<file path="src/rtl/core/pfa_pkg.sv">
`timescale 1ns / 1ps
`default_nettype none
// ----------------------------------------------------------------------------
// pfa_pkg
// Shared constants, request codes and controller/datapath interface types
// for the page-frame allocator.
// ----------------------------------------------------------------------------
package pfa_pkg;

    localparam int FRAMES   = 32;
    localparam int IDX_W    = $clog2(FRAMES);
    localparam int FUNC_W   = 3;
    localparam int PAGE_W   = 5;
    localparam int OWNER_W  = 8;
    localparam int TIME_W   = 32;
    localparam int FRAME_W  = 5;
    localparam int S_DATA_W = 48;
    localparam int M_DATA_W = 16;

    localparam logic [OWNER_W-1:0] NO_OWNER = '1;

    localparam logic [FUNC_W-1:0] FN_ALLOC     = 3'd0;
    localparam logic [FUNC_W-1:0] FN_ALLOC_OWN = 3'd1;
    localparam logic [FUNC_W-1:0] FN_FREE      = 3'd2;
    localparam logic [FUNC_W-1:0] FN_TEST      = 3'd3;
    localparam logic [FUNC_W-1:0] FN_VICTIM    = 3'd4;
    localparam logic [FUNC_W-1:0] FN_SET_OWNER = 3'd5;
    localparam logic [FUNC_W-1:0] FN_GET_OWNER = 3'd6;
    localparam logic [FUNC_W-1:0] FN_ACCESS    = 3'd7;

    typedef struct packed {
        logic load_req;
        logic step;
        logic commit;
    } pfa_cmd_t;

    typedef struct packed {
        logic need_scan;
        logic scan_last;
    } pfa_stat_t;

endpackage : pfa_pkg
`default_nettype wire

</file>
<file path="src/rtl/core/pfa_dpath.sv">
`timescale 1ns / 1ps
`default_nettype none
// ----------------------------------------------------------------------------
// pfa_dpath
// Frame tables, request register, frame walk (lowest free / oldest access)
// and result register.
// ----------------------------------------------------------------------------
module pfa_dpath
    import pfa_pkg::*;
(
    input  wire logic                aclk,
    input  wire logic                aresetn,
    input  wire logic [S_DATA_W-1:0] s_tdata,
    input  wire pfa_cmd_t            cmd,
    output pfa_stat_t                stat,
    output logic [M_DATA_W-1:0]      m_tdata
);

    logic [FRAMES-1:0]  used_reg;
    logic [OWNER_W-1:0] owner_reg [FRAMES];
    logic [TIME_W-1:0]  time_reg  [FRAMES];

    logic [FUNC_W-1:0]  func_reg;
    logic [PAGE_W-1:0]  page_reg;
    logic [OWNER_W-1:0] own_in_reg;
    logic [TIME_W-1:0]  t_in_reg;

    logic [IDX_W-1:0]   cnt_reg;
    logic               hit_reg;
    logic [IDX_W-1:0]   hit_idx_reg;
    logic [IDX_W-1:0]   best_idx_reg;
    logic [TIME_W-1:0]  best_t_reg;

    logic [M_DATA_W-1:0] out_reg;

    logic [FUNC_W-1:0]  in_func;
    logic               page_ok;
    logic [IDX_W-1:0]   page_idx;
    logic [FRAME_W-1:0] r_frame;
    logic               r_found;
    logic               r_used;
    logic [OWNER_W-1:0] r_owner;

    assign in_func  = s_tdata[FUNC_W-1:0];
    assign page_ok  = 32'(page_reg) < 32'(FRAMES);
    assign page_idx = IDX_W'(page_reg);

    assign stat.need_scan = (in_func == FN_ALLOC) || (in_func == FN_ALLOC_OWN)
                            || (in_func == FN_VICTIM);
    assign stat.scan_last = (32'(cnt_reg) == 32'(FRAMES - 1));

    always_ff @(posedge aclk) begin
        if (cmd.load_req) begin
            func_reg   <= s_tdata[2:0];
            page_reg   <= s_tdata[7:3];
            own_in_reg <= s_tdata[15:8];
            t_in_reg   <= s_tdata[47:16];
        end
    end

    // frame walk: first free frame, and oldest access time (lowest index on ties)
    always_ff @(posedge aclk) begin
        if (!aresetn) begin
            cnt_reg <= '0;
            hit_reg <= 1'b0;
        end else if (cmd.load_req) begin
            cnt_reg <= '0;
            hit_reg <= 1'b0;
        end else if (cmd.step) begin
            cnt_reg <= cnt_reg + 1'b1;
            if (!used_reg[cnt_reg] && !hit_reg) begin
                hit_reg <= 1'b1;
            end
        end
    end

    always_ff @(posedge aclk) begin
        if (cmd.step) begin
            if (!used_reg[cnt_reg] && !hit_reg) begin
                hit_idx_reg <= cnt_reg;
            end
            if ((cnt_reg == '0) || (time_reg[cnt_reg] < best_t_reg)) begin
                best_idx_reg <= cnt_reg;
                best_t_reg   <= time_reg[cnt_reg];
            end
        end
    end

    // table updates
    always_ff @(posedge aclk) begin
        if (!aresetn) begin
            used_reg <= '0;
            for (int i = 0; i < FRAMES; i++) begin
                owner_reg[i] <= NO_OWNER;
                time_reg[i]  <= '0;
            end
        end else if (cmd.commit) begin
            case (func_reg)
                FN_ALLOC: begin
                    if (hit_reg) begin
                        used_reg[hit_idx_reg] <= 1'b1;
                    end
                end
                FN_ALLOC_OWN: begin
                    if (hit_reg) begin
                        used_reg[hit_idx_reg]  <= 1'b1;
                        owner_reg[hit_idx_reg] <= own_in_reg;
                        time_reg[hit_idx_reg]  <= t_in_reg;
                    end
                end
                FN_FREE: begin
                    if (page_ok) begin
                        used_reg[page_idx] <= 1'b0;
                    end
                end
                FN_SET_OWNER: begin
                    if (page_ok) begin
                        owner_reg[page_idx] <= own_in_reg;
                    end
                end
                FN_ACCESS: begin
                    if (page_ok) begin
                        time_reg[page_idx] <= t_in_reg;
                    end
                end
                default: begin
                end
            endcase
        end
    end

    always_comb begin
        r_frame = '0;
        r_found = 1'b0;
        r_used  = 1'b0;
        r_owner = '0;
        case (func_reg)
            FN_ALLOC, FN_ALLOC_OWN: begin
                if (hit_reg) begin
                    r_frame = FRAME_W'(hit_idx_reg);
                    r_found = 1'b1;
                end
            end
            FN_TEST: begin
                r_used = page_ok & used_reg[page_idx];
            end
            FN_VICTIM: begin
                r_frame = FRAME_W'(best_idx_reg);
                r_found = 1'b1;
            end
            FN_GET_OWNER: begin
                r_owner = page_ok ? owner_reg[page_idx] : NO_OWNER;
            end
            default: begin
            end
        endcase
    end

    always_ff @(posedge aclk) begin
        if (cmd.commit) begin
            out_reg <= {1'b0, r_owner, r_used, r_found, r_frame};
        end
    end

    assign m_tdata = out_reg;

`ifndef SYNTHESIS
    a_alloc_sets_used: assert property (@(posedge aclk) disable iff (!aresetn)
        cmd.commit && hit_reg && (func_reg == FN_ALLOC || func_reg == FN_ALLOC_OWN)
        |=> used_reg[$past(hit_idx_reg)])
        else $error("allocated frame not marked used");
    a_hit_was_free: assert property (@(posedge aclk) disable iff (!aresetn)
        cmd.step && !hit_reg && !used_reg[cnt_reg] |=> hit_reg && hit_idx_reg == $past(cnt_reg))
        else $error("free frame missed by walk");
`endif

endmodule : pfa_dpath
`default_nettype wire

</file>
<file path="src/rtl/core/pfa_ctrl.sv">
`timescale 1ns / 1ps
`default_nettype none
// ----------------------------------------------------------------------------
// pfa_ctrl
// Request sequencer: accept, optional frame walk, commit into the result
// register when the output slot is free.
// ----------------------------------------------------------------------------
module pfa_ctrl
    import pfa_pkg::*;
(
    input  wire logic      aclk,
    input  wire logic      aresetn,
    input  wire logic      s_tvalid,
    output logic           s_tready,
    output logic           m_tvalid,
    input  wire logic      m_tready,
    input  wire pfa_stat_t stat,
    output pfa_cmd_t       cmd
);

    localparam logic [1:0] ST_IDLE = 2'd0;
    localparam logic [1:0] ST_SCAN = 2'd1;
    localparam logic [1:0] ST_OUT  = 2'd2;

    logic [1:0] state_reg, state_next;
    logic       m_valid_reg, m_valid_next;
    logic       accept;
    logic       slot_free;

    assign s_tready  = (state_reg == ST_IDLE);
    assign accept    = s_tvalid && s_tready;
    assign slot_free = !m_valid_reg || m_tready;
    assign m_tvalid  = m_valid_reg;

    always_comb begin
        state_next   = state_reg;
        m_valid_next = m_valid_reg && !m_tready;
        cmd          = '0;
        case (state_reg)
            ST_IDLE: begin
                if (accept) begin
                    cmd.load_req = 1'b1;
                    state_next   = stat.need_scan ? ST_SCAN : ST_OUT;
                end
            end
            ST_SCAN: begin
                cmd.step = 1'b1;
                if (stat.scan_last) begin
                    state_next = ST_OUT;
                end
            end
            ST_OUT: begin
                if (slot_free) begin
                    cmd.commit   = 1'b1;
                    m_valid_next = 1'b1;
                    state_next   = ST_IDLE;
                end
            end
            default: begin
                state_next = ST_IDLE;
            end
        endcase
    end

    always_ff @(posedge aclk) begin
        if (!aresetn) begin
            state_reg   <= ST_IDLE;
            m_valid_reg <= 1'b0;
        end else begin
            state_reg   <= state_next;
            m_valid_reg <= m_valid_next;
        end
    end

`ifndef SYNTHESIS
    a_rise_after_commit: assert property (@(posedge aclk) disable iff (!aresetn)
        $rose(m_valid_reg) |-> $past(state_reg == ST_OUT))
        else $error("result beat without commit");
    a_short_to_out: assert property (@(posedge aclk) disable iff (!aresetn)
        accept && !stat.need_scan |=> state_reg == ST_OUT)
        else $error("direct request skipped commit");
    a_walk_end: assert property (@(posedge aclk) disable iff (!aresetn)
        state_reg == ST_SCAN && stat.scan_last |=> state_reg == ST_OUT)
        else $error("walk did not end at last frame");
`endif

endmodule : pfa_ctrl
`default_nettype wire

</file>
<file path="src/rtl/core/page_frame_allocator_lru.sv">
`timescale 1ns / 1ps
`default_nettype none
// ----------------------------------------------------------------------------
// page_frame_allocator_lru
// Page-frame manager: used bitmap, owner and last-access time per frame;
// lowest-free allocation and oldest-access victim pick.
//
//   channel  dir  fields (low bit up)
//   s_       in   func[2:0] page[7:3] owner[15:8] access_time[47:16]
//   m_       out  frame[4:0] found[5] is_used[6] owner_out[14:7] pad[15]
//
// Alloc, alloc with owner and victim walk all 32 frames, one per cycle;
// other requests skip the walk and go straight to the commit.
// Reset clears the bitmap, sets owners to none and access times to zero.
// A finished result waits in the output register; a new request is taken
// while it waits, and the next commit holds until that beat is taken.
// ----------------------------------------------------------------------------
module page_frame_allocator_lru
    import pfa_pkg::*;
(
    input  wire logic                aclk,
    input  wire logic                aresetn,
    input  wire logic                s_tvalid,
    output logic                     s_tready,
    input  wire logic [S_DATA_W-1:0] s_tdata,   // func, page, owner, access_time
    output logic                     m_tvalid,
    input  wire logic                m_tready,
    output logic [M_DATA_W-1:0]      m_tdata    // frame, found, is_used, owner_out, pad
);

    pfa_cmd_t  cmd;
    pfa_stat_t stat;

    pfa_ctrl u_ctrl (
        .aclk     (aclk),
        .aresetn  (aresetn),
        .s_tvalid (s_tvalid),
        .s_tready (s_tready),
        .m_tvalid (m_tvalid),
        .m_tready (m_tready),
        .stat     (stat),
        .cmd      (cmd)
    );

    pfa_dpath u_dpath (
        .aclk    (aclk),
        .aresetn (aresetn),
        .s_tdata (s_tdata),
        .cmd     (cmd),
        .stat    (stat),
        .m_tdata (m_tdata)
    );

endmodule : page_frame_allocator_lru
`default_nettype wire

</file>
<file path="config.mk">
export PLATFORM = sky130hd
export DESIGN_NAME = page_frame_allocator_lru
export DESIGN_NICKNAME = d
export VERILOG_FILES = /design/src/rtl/core/pfa_pkg.sv /design/src/rtl/core/pfa_dpath.sv /design/src/rtl/core/pfa_ctrl.sv /design/src/rtl/core/page_frame_allocator_lru.sv
export SDC_FILE = /design/constraint.sdc
export NUM_CORES = 2
export LEC_CHECK = 0
export ABC_CLOCK_PERIOD_IN_PS = 6400
export BUFFER_PORTS_ARGS = -buffer_cell sky130_fd_sc_hd__buf_2
export CAP_MARGIN = 20
export CORE_MARGIN = 4
export CORE_UTILIZATION = 38
export CTS_BUF_LIST = sky130_fd_sc_hd__clkbuf_4
export DETAILED_ROUTE_END_ITERATION = 10
export GPL_TIMING_DRIVEN = 0
export SLEW_MARGIN = 20
export SYNTH_ARGS = -nofsm -noshare
export SYNTH_HDL_FRONTEND = slang
export SYNTH_SLANG_ARGS = --single-unit
</file>
<file path="constraint.sdc">
create_clock -name aclk -period 6.4 [get_ports aclk]
set_input_delay 0.96 -clock aclk [delete_from_list [all_inputs] [get_ports aclk]]
set_output_delay 0.96 -clock aclk [all_outputs]
set_load 0.01 [all_outputs]
</file>
---- After elaboration in Yosys (flattened, before gate mapping) ----
Memory sizes are Yosys's and may differ from the RTL's. A register that Yosys moved wholly into a read port is not among the register bits.
Cells that the tools add are included.
word-level totals
  register bits after elaboration ......... 138
  memory bits (writable) .................. 1280
  output and inout bits ................... 18
  logic and storage cells ................. 125
  memories ................................ 2
cells by class
  add/subtract/negate cells ............... 1
  magnitude comparators ................... 6
  eq/ne operators ......................... 16
  muxes and demuxes ....................... 53
  bitwise operators ....................... 4
  reduce and logical (&&, ||, !) cells .... 29
memories
  memory             words  bits a word  rd ports  clocked after memory_dff  wr ports  line             RTL
  u_dpath.time_reg   32     32           1         1                         32        pfa_dpath.sv:21  logic [TIME_W-1:0] time_reg [FRAMES];
  u_dpath.owner_reg  32     8            1         1                         32        pfa_dpath.sv:20  logic [OWNER_W-1:0] owner_reg [FRAMES];
operators with widths
  cell                   count
  $mux W32               3
  $pmux W32 S2           1
  $reduce_or A32 Y1      2
  $mux W5                7
  $and A32 B32 Y32       1
  $lt A32 B32 Y1         1
  $not A32 Y32           1
  $or A32 B32 Y32        1
  $mux W1                29
  $lt A5 B6 Y1 const B   3
  $mux W8                2
  $reduce_or A8 Y1       2
  $eq A3 B3 Y1 const B   5
  $bmux W1 S5            2
  $demux W1 S5           2
  $ge A5 B1 Y1 const B   2
  $pmux W5 S2            1
  $mux W2                4
  $eq A3 B1 Y1 const B   2
  $eq A3 B2 Y1 const B   2
  $logic_not A3 Y1       2
  $pmux W2 S3            1
  $reduce_and A3 Y1      2
  $add A5 B1 Y5 const B  1
  15 further kinds       30

---- Logic depth before layout (Yosys ltp) ----
  depth in word-level cells ............... 10
  depth in mapped cells ................... 15

---- By module ----
A second synthesis with hierarchy kept.
second synthesis, totals
  cells, all modules ...................... 4063
  area total of the unflattened synthesis .. 64802.2 um^2
modules (own cells, without submodules)
  module     times used  cells each  area each (um^2)  sequential area each (um^2)
  pfa_dpath  1           4045        64637.0           42450.7
  pfa_ctrl   1           18          165.2             60.1

---- Least setup slack after synthesis ----
OpenSTA, ideal clock, no wires.
  path kind ............................... register to register
  start point ............................. register with a tool-made name
  end point ............................... register u_dpath.best_idx_reg[0] (enable)
  library setup time ...................... 483 ps
  arrival time ............................ 6022 ps
  required time ........................... 5917 ps
  path slack .............................. -105 ps
  cell stages (with the launch flop) ...... 15
  period minus slack after synthesis ...... 6505 ps
  path through ............................ dfxtp_1 clkbuf_1 buf_2 clkbuf_1 buf_2 mux4_2 mux4_2 mux2_2 ha_1 and4_1 a21o_1 o21ai_0 nand3_1 o311a_1 o21ai_0
RTL lines
  what                    line             RTL
  end signal: assignment  pfa_dpath.sv:83  best_idx_reg <= cnt_reg;
  end: declaration        pfa_dpath.sv:31  logic [IDX_W-1:0] best_idx_reg;

==> results.py <==
metrics = {
    "outcome": {
        "status": "finished, final reports clean",
    },
    "detailed_routing": {
        "average_vias_per_placed_instance": 5.37,
        "drt_iter0_drc": 4078,
        "via_count": 38500,
        "ant_nets": 0,
        "detail_route.first_pass.iterations": 5,
        "post_drt_wl_per_cell_um": 26.8,
        "drc_markers": 0,
        "drt-total-wl_um": 192000,
    },
    "hold_path": {
        "hold_end": "u_dpath.t_in_reg[21]",
        "hold_path.startpoint": "s_tvalid",
        "min-delay-path-class": "input pin to flip-flop",
        "hold_depth": 2,
    },
    "global_routing": {
        "grt_pass1_vias": 39600,
        "global_route.overflow_total": 0,
        "antenna_found_initial": 6,
        "grt_max_degree": 29,
        "first_pass_grt_wire_length_um": 276000,
        "global_route.usage.total_pct": 21.5,
    },
    "worst_setup_path": {
        "timing_worst_setup_path_type": "flip-flop to flip-flop",
        "cp_data_arrival_time_ns": 7.08,
        "timing.critical_path.fanout_max": 10,
        "worstSetupStartpointType": "flip-flop",
        "worst_path_max_delay_cell": "sky130_fd_sc_hd__o21ai_2",
        "ff2ff_setup_slack_ns": 0.30,
        "worstPathRequired_ns": 7.38,
        "r2r.worst_path.cells": 15,
        "critical_path.endpoint_type": "flip-flop",
        "crit_family": "compound AO/OA/AOI/OAI gates",
        "crit_path_cell_chain": "clkbuf_1, buf_2, clkbuf_1, buf_2, mux4_2, mux4_2, mux2_2, ha_1, a21o_1, a21o_1, a21oi_1, nor2_1, nor4bb_1, o21ai_0, o21ai_2",
        "cpPeakStageDelay_ns": 0.73,
        "timing.critical_path.buf_inv": 4,
        "rr_endpoint": "u_dpath.best_t_reg[17]",
    },
    "power": {
        "vdd.ir_drop.worst_v": 0.000189,
        "total_power_w": 0.0200,
        "power.static_leakage_nw": 25.5,
        "cellPowerDensity_nw_per_um2": 266,
    },
    "cells_and_area": {
        "layout_commonest_cell": "sky130_fd_sc_hd__edfxtp_1",
        "mostFrequentLayoutCells": "sky130_fd_sc_hd__edfxtp_1 (1385), sky130_fd_sc_hd__and2_1 (1028), sky130_fd_sc_hd__clkbuf_4 (587), sky130_fd_sc_hd__mux4_2 (391), sky130_fd_sc_hd__clkbuf_1 (251)",
        "area_of_the_multi_input_gates_um2": 21200,
        "layout-area-overhead-vs-synth_pct": 15.7,
        "finalNetCount": 4753,
        "fillerInstances": 15200,
        "instances_no_fill": 7167,
        "ff_latch_area_um2": 42500,
        "fraction_of_final_layout_cells_sized_beyond_drive_strength_1_pct": 29.3,
        "largest_reg_flops": 1024,
    },
    "die": {
        "initial_core_util_pct": 38.3,
        "die_area_um2": 178000,
        "fp-row-count": 151,
        "floorplan.io_pins": 70,
        "die_width_um": 422,
        "floorplan.die.height_um": 422,
        "core_region_area_um2": 170000,
    },
    "synthesis": {
        "synthFlopType": "sky130_fd_sc_hd__edfxtp_1",
        "synthDistinctLibCells": 66,
        "postSynth.asyncResetShare_pct": 0,
        "postSynthCellCount": 4098,
        "synth.ff_latch_count": 1431,
        "synthesis.nets": 4184,
        "yosysSeqAreaShare_pct": 65.4,
        "ys_warn_count": 0,
        "synth-edff-count": 1385,
        "mappedNetlistArea_um2": 65000,
        "postSynthAreaPerCell_um2": 15.9,
    },
    "sta": {
        "final.period_utilization_pct": 95.4,
        "tightest_slew_ns": 1.15,
        "layout_min_cycle_time_ns": 6.10,
        "tns_ns": 0,
        "hold_ws_ns": 0.276,
        "worst_slew_margin_rel_pct": 23.6,
        "worst_clock_skew_ns": 0.187,
        "maxSlewViolCount": 0,
        "setup_repair_after_global_routing_missed_its_margin": "no",
        "fmax_ghz": 0.164,
        "setup_viol": 0,
        "timing.final.hold_violations": 0,
    },
    "cts": {
        "tritoncts.num_buffers": 398,
        "clkSlewWorstSetupHoldPaths_ns": 0.07,
        "buffer_type_at_the_clock_tree_root": "sky130_fd_sc_hd__clkbuf_4",
        "clock_tree_from_tritoncts": "done",
        "worst_skew_pair.late_latency_ns": 1.38,
        "cts-root-to-sink-buffers": 4,
        "htree_num_levels": 5,
        "clock-sinks": 1431,
    },
    "place": {
        "portBuffers": 68,
        "place.detailed.instances": 6434,
        "placer_congestion": 0.833,
        "detailed_place_hpwl_um": 134000,
    },
    "job": {
        "drv.max_cap_violation_count": 0,
    },
}
==> worst register-to-register path, stage by stage (launching register included) <==
cell	delay (ns)
sky130_fd_sc_hd__dfxtp_1	0.44
sky130_fd_sc_hd__clkbuf_1	0.19
sky130_fd_sc_hd__buf_2	0.30
sky130_fd_sc_hd__clkbuf_1	0.36
sky130_fd_sc_hd__buf_2	0.64
sky130_fd_sc_hd__mux4_2	0.44
sky130_fd_sc_hd__mux4_2	0.50
sky130_fd_sc_hd__mux2_2	0.29
sky130_fd_sc_hd__ha_1	0.32
sky130_fd_sc_hd__a21o_1	0.17
sky130_fd_sc_hd__a21o_1	0.17
sky130_fd_sc_hd__a21oi_1	0.18
sky130_fd_sc_hd__nor2_1	0.06
sky130_fd_sc_hd__nor4bb_1	0.53
sky130_fd_sc_hd__o21ai_0	0.54
sky130_fd_sc_hd__o21ai_2	0.73
==> per-stage QoR <==
| step | instance area, um2 | setup slack [ns] | utilization, % |
|---|---|---|---|
| 2_1_floorplan | 65000 | 0.893 | - |
| 6_report | 75300 | 0.297 | 44.3 |
| 3_5_place_dp | 69900 | 0.193 | 41.1 |
| 3_3_place_gp | 68200 | -2.16 | 40.1 |
| 4_1_cts | 75200 | 0.150 | 44.3 |
| 5_1_grt | 75300 | 0.174 | 44.3 |
==> routing by layer <==
metal  global-route usage, %  share of wire (%)
met2                    34.2                 47
met1                    29.0                 41
met3                    4.72                7.9
met4                    7.93                3.6
met5                       0                  0
==> report_power, final <==
group	switching (W)	internal, W
combinational	0.000774	0.000439
clock	0.00389	0.00427
sequential	0.000125	0.0105
total	0.00479	0.0152
==> layout make-up <==
| type | count | area share, % |
|---|---|---|
| Timing Repair Buffer | 168 | 2.86 |
| Clock buffer | 586 | 5.85 |
| Tap cell | 2218 | 3.69 |
| Antenna cell | 9 | 0.0299 |
| Buffer | 365 | 2.12 |
| Multi-Input combinational cell | 2267 | 28.2 |
| Clock inverter | 87 | 0.579 |
| Inverter | 36 | 0.180 |
| Sequential cell | 1431 | 56.5 |
==> synth_stat cells, types with 20 or more instances <==
master / instances / area [um2]
sky130_fd_sc_hd__buf_2: 61 / 305
sky130_fd_sc_hd__mux2i_1: 22 / 220
sky130_fd_sc_hd__ha_1: 34 / 425
sky130_fd_sc_hd__nor2_1: 75 / 282
sky130_fd_sc_hd__buf_4: 22 / 165
sky130_fd_sc_hd__or2_2: 123 / 769
sky130_fd_sc_hd__mux2_2: 34 / 383
sky130_fd_sc_hd__and3_1: 20 / 125
sky130_fd_sc_hd__o21ai_0: 74 / 370
sky130_fd_sc_hd__edfxtp_1: 1385 / 41600
sky130_fd_sc_hd__a22oi_1: 20 / 150
sky130_fd_sc_hd__nand3_1: 23 / 115
sky130_fd_sc_hd__a21boi_0: 34 / 255
sky130_fd_sc_hd__clkbuf_1: 262 / 983
sky130_fd_sc_hd__inv_1: 36 / 135
sky130_fd_sc_hd__dfxtp_1: 46 / 921
sky130_fd_sc_hd__nand2_1: 87 / 327
sky130_fd_sc_hd__mux4_2: 391 / 8810
sky130_fd_sc_hd__nand2b_1: 156 / 976
sky130_fd_sc_hd__and2_1: 1029 / 6440
==> repair_timing <==
action / in CTS / in global routing
hold endpoints to repair: 48 / 0
hold buffers: 48 / 0
resized for setup: 0 / 1
endpoints found under the setup margin: 0 / 15
buffers inserted: 0 / 1
==> logic make-up (layout without fill, tap and decap cells) <==
family                     Yosys count  in the layout  synth area share, %
buffers and inverters              401           1242                 2.63
xor gates and xnor gates             3              3               0.0404
AOI/OAI and AO/OA                  199            200                 2.03
adders and majority gates           34             34                0.654
DFF                               1431           1431                 65.4
muxes                              449            449                 14.5
and+or+nand+nor                   1580           1580                 14.8
other                                1             10              0.00577
==> how the worst max path moves through the flow <==
| stage | cells past startpoint | from | slack [ns] | end |
|---|---|---|---|---|
| 3_5_place_dp | 16 | flip-flop | 0.19 | u_dpath.best_idx_reg[1] |
| 5_1_grt | 15 | flip-flop | 0.17 | u_dpath.best_t_reg[17] |
| 2_1_floorplan | 14 | flip-flop | 0.89 | u_dpath.best_idx_reg[0] |
| 4_1_cts | 16 | flip-flop | 0.15 | u_dpath.best_idx_reg[0] |
| 6_report | 15 | flip-flop | 0.30 | u_dpath.best_t_reg[17] |
| 3_3_place_gp | 14 | flip-flop | -2.16 | u_dpath.best_idx_reg[1] |
(Power assumes the default switching activity.)
